<file path="config.mk">
export PLATFORM = sky130hd
export DESIGN_NAME = dsa_ram
export DESIGN_NICKNAME = d
export VERILOG_FILES = /design/src/hdl/dsa_ram.sv
export SDC_FILE = /design/constraint.sdc
export NUM_CORES = 1
export LEC_CHECK = 0
export BUFFER_PORTS_ARGS = -buffer_cell sky130_fd_sc_hd__buf_2
export CORE_MARGIN = 5
export CORE_UTILIZATION = 45
export DETAILED_ROUTE_END_ITERATION = 10
export SLEW_MARGIN = 20
export SYNTH_ARGS = -nofsm -noshare
export SYNTH_HDL_FRONTEND = slang
export SYNTH_SLANG_ARGS = --single-unit
</file>
<file path="constraint.sdc">
create_clock -name clk -period 1.9 [get_ports clk]
set_input_delay 0.285 -clock clk [delete_from_list [all_inputs] [get_ports clk]]
set_output_delay 0.285 -clock clk [all_outputs]
set_load 0.03 [all_outputs]
</file>
<file path="src/hdl/dsa_ram.sv">
// Generic single-write, single-read RAM with registered read data.
`default_nettype none

module dsa_ram #(
  parameter int WIDTH = 8,
  parameter int DEPTH = 16
) (
  input  wire logic                                  clk,
  input  wire logic                                  we,
  input  wire logic [(DEPTH > 1 ? $clog2(DEPTH) : 1)-1:0] waddr,
  input  wire logic [WIDTH-1:0]                      wdata,
  input  wire logic                                  re,
  input  wire logic [(DEPTH > 1 ? $clog2(DEPTH) : 1)-1:0] raddr,
  output logic      [WIDTH-1:0]                      rdata
);

  logic [WIDTH-1:0] mem_r [DEPTH];
  logic [WIDTH-1:0] rdata_r;

  always_ff @(posedge clk) begin
    if (we) begin
      mem_r[waddr] <= wdata;
    end
    if (re) begin
      rdata_r <= mem_r[raddr];
    end
  end

  assign rdata = rdata_r;

endmodule

`default_nettype wire

</file>
==> impl_metrics.csv <==
group,metric,value,unit
synthesis,ys.flop_type,"edfxtp_1",
synthesis,synth_area_leader_cell,"edfxtp_1",
placement,dp.cells,410,
floorplanning,die_w,118,um
synthesis,syn_avg_cell_area,22.8,sq um
synthesis,yosys-top-cells-area,"edfxtp_1 (78%), mux4_2 (7.8%), mux4_1 (7.0%)",
global_route,grt_antenna_before_repair,0,
synthesis,syn_nets,248,
floorplanning,io_pins,27,
routing,vias,2463,
routing,final_antenna_net_count,0,
synthesis,yosysTopAreaCellShare,0.781,
timing,setup_viol,0,
power_and_ir_drop,p_leak,2.14,nW
placement,portBuffers,26,
clock_network,htreeDepth,4,
critical_path,critPathRequiredTime,2.05,ns
synthesis,synth-edff-count,136,
critical_path,startpoint_type,"flop",
critical_path,critPathArrivalTime,1.65,ns
synthesis,synth_most_common_cell,"edfxtp_1",
layout,finalNonFillerCells,441,
global_route,grt_max_degree,20,
timing,max_freq,666,MHz
timing,slew_violations,0,
timing,skew,0.00680,ns
timing,hold_violations,0,
timing,fin_crit_sh,0.790,
timing,rsz0062_at_grt,"false",
synthesis,yosysWarnings,0,
layout,drive_gt1_frac,0.322,
power_and_ir_drop,p_total,0.00720,W
clock_network,cts_tree,"yes",
floorplanning,num_rows,39,
routing,firstDrtPassIters,4,
clock_network,ctsHoldBuffers,0,
global_route,first_global_vias,2579,
floorplanning,fp.coreArea,11400,sq um
layout,regArea,4080,sq um
layout,area_delta_synth_final,20.5,%
layout,multi_input_area,1060,sq um
timing,min_period,1.50,ns
global_route,grt_overflow,0,
floorplanning,start_util,0.458,
timing,slew_headroom,0.738,
clock_network,cts-root-buf,"clkbuf_16",
power_and_ir_drop,ir_drop,581,uV
clock_network,cts.sinks,136,
clock_network,cts_buffer_depth,2,
clock_network,clk_latency,0.41,ns
layout,nNetsFinal,305,
synthesis,synthArstFlopShare,0,
layout,fin_util,0.552,
placement,gp_congestion,0.696,
floorplanning,die_area,13900,sq um
synthesis,ys_ff_latch,136,
clock_network,clk_pin_slew,0.06,ns
layout,insertedDiodeCount,0,
hold_path,hold_path_class,"primary input to flop",
routing,drtIter0Drc,163,
synthesis,ys_top_cells_by_count,"edfxtp_1 (136), mux4_2 (18), a22oi_1 (16), mux4_1 (14), nor2_1 (13)",
timing,tns,0,ns
placement,hpwl,6200,um
clock_network,cts_resized,0,
clock_network,post-cts-setup-buffers,0,
critical_path,crit_fanout,1,
routing,route.detailed.drc,0,
routing,detail_route.wl_per_cell,22.5,um
critical_path,end_kind,"flop",
routing,avgViaCountPerCell,5.59,
critical_path,crit_type,"flop to flop",
synthesis,synth_cells,229,
clock_network,cts_buffers,17,
power_and_ir_drop,powerDensity,1140,nW/um^2
global_route,grt_pass1_wl,15200,um
timing,worst_pin_slew,0.392,ns
outcome,outcome,"finished clean",
timing,hold_slack,0.262,ns
job,cap_violations,0,
synthesis,ys_types,18,
global_route,grt.total_usage,0.151,
synthesis,seq_area_frac_synth,0.781,
layout,fillers,894,
routing,wirelength,9910,um
synthesis,syn-cell-area,5230,sq um
floorplanning,fp.dieH,118,um
==> power by group <==
group | switching, W | internal [W] | total [W]
clock network | 0.00115 | 0.00230 | 0.00345
registers | 0.0000177 | 0.00338 | 0.00340
logic | 0.000200 | 0.000142 | 0.000342
total | 0.00137 | 0.00583 | 0.00720
==> worst max-delay path: stages (launching register included) <==
cell and delay (ns):
edfxtp_1 0.35, mux4_1 0.51, a22oi_1 0.29, nand2_1 0.09
==> path summary, 6_finish.rpt <==
kind	from	to	slack (ns)	depth (start not counted)
setup / recovery	mem_r[1][3]	rdata[3]	0.40	3
hold / removal	wdata[2]	mem_r[11][2]	0.26	1
setup reg to reg	mem_r[1][3]	rdata[3]	0.40	3
hold reg to reg	mem_r[12][1]	rdata[1]	0.76	3
==> metrics by stage <==
stage,setup slack [ns],area (sq um)
after floorplan,0.122,5230
after global placement,0.0561,5670
after detailed placement,0.0335,5670
after CTS,0.391,6300
after global routing,0.345,6300
final,0.399,6300
==> cells by family after synthesis <==
| logic type | Yosys count | share of synthesized area |
|---|---|---|
| buf+inv | 10 | 0.0165 |
| mux | 32 | 0.148 |
| compound gates | 16 | 0.0230 |
| flops | 136 | 0.781 |
| simple gates | 35 | 0.0314 |
==> flip-flops by register name, indices dropped and copies added, names as in the netlist <==
register	flops
rdata	8
mem_r	128
==> layer usage <==
layer	GRT usage	wire, um	vias to the layer above
met3	0.0432	429	10
met1	0.210	4500	1300
met4	0.0602	151	0
li1	-	-	1092
met5	0	0	-
met2	0.227	4830	61
==> layout make-up <==
type                    count  share of cell area
multi-input cells          83               0.168
well taps                 143              0.0284
clock inverters            14              0.0328
clock buffers              17              0.0676
flip-flops and latches    136               0.649
repair buffers             48              0.0548
==> placed cells by master (no fill, tap or decap), types with 2 or more instances in the layout <==
cell type	n
nor3_1	4
buf_2	26
clkinv_1	2
buf_12	4
nand2_1	9
bufinv_16	5
edfxtp_1	136
clkbuf_16	17
mux4_1	14
nand2b_1	2
clkinv_2	2
nor2_1	13
clkinvlp_4	4
a22oi_1	16
nand3b_1	2
mux4_2	18
buf_4	18
Power figures use the tool's default switching activity.
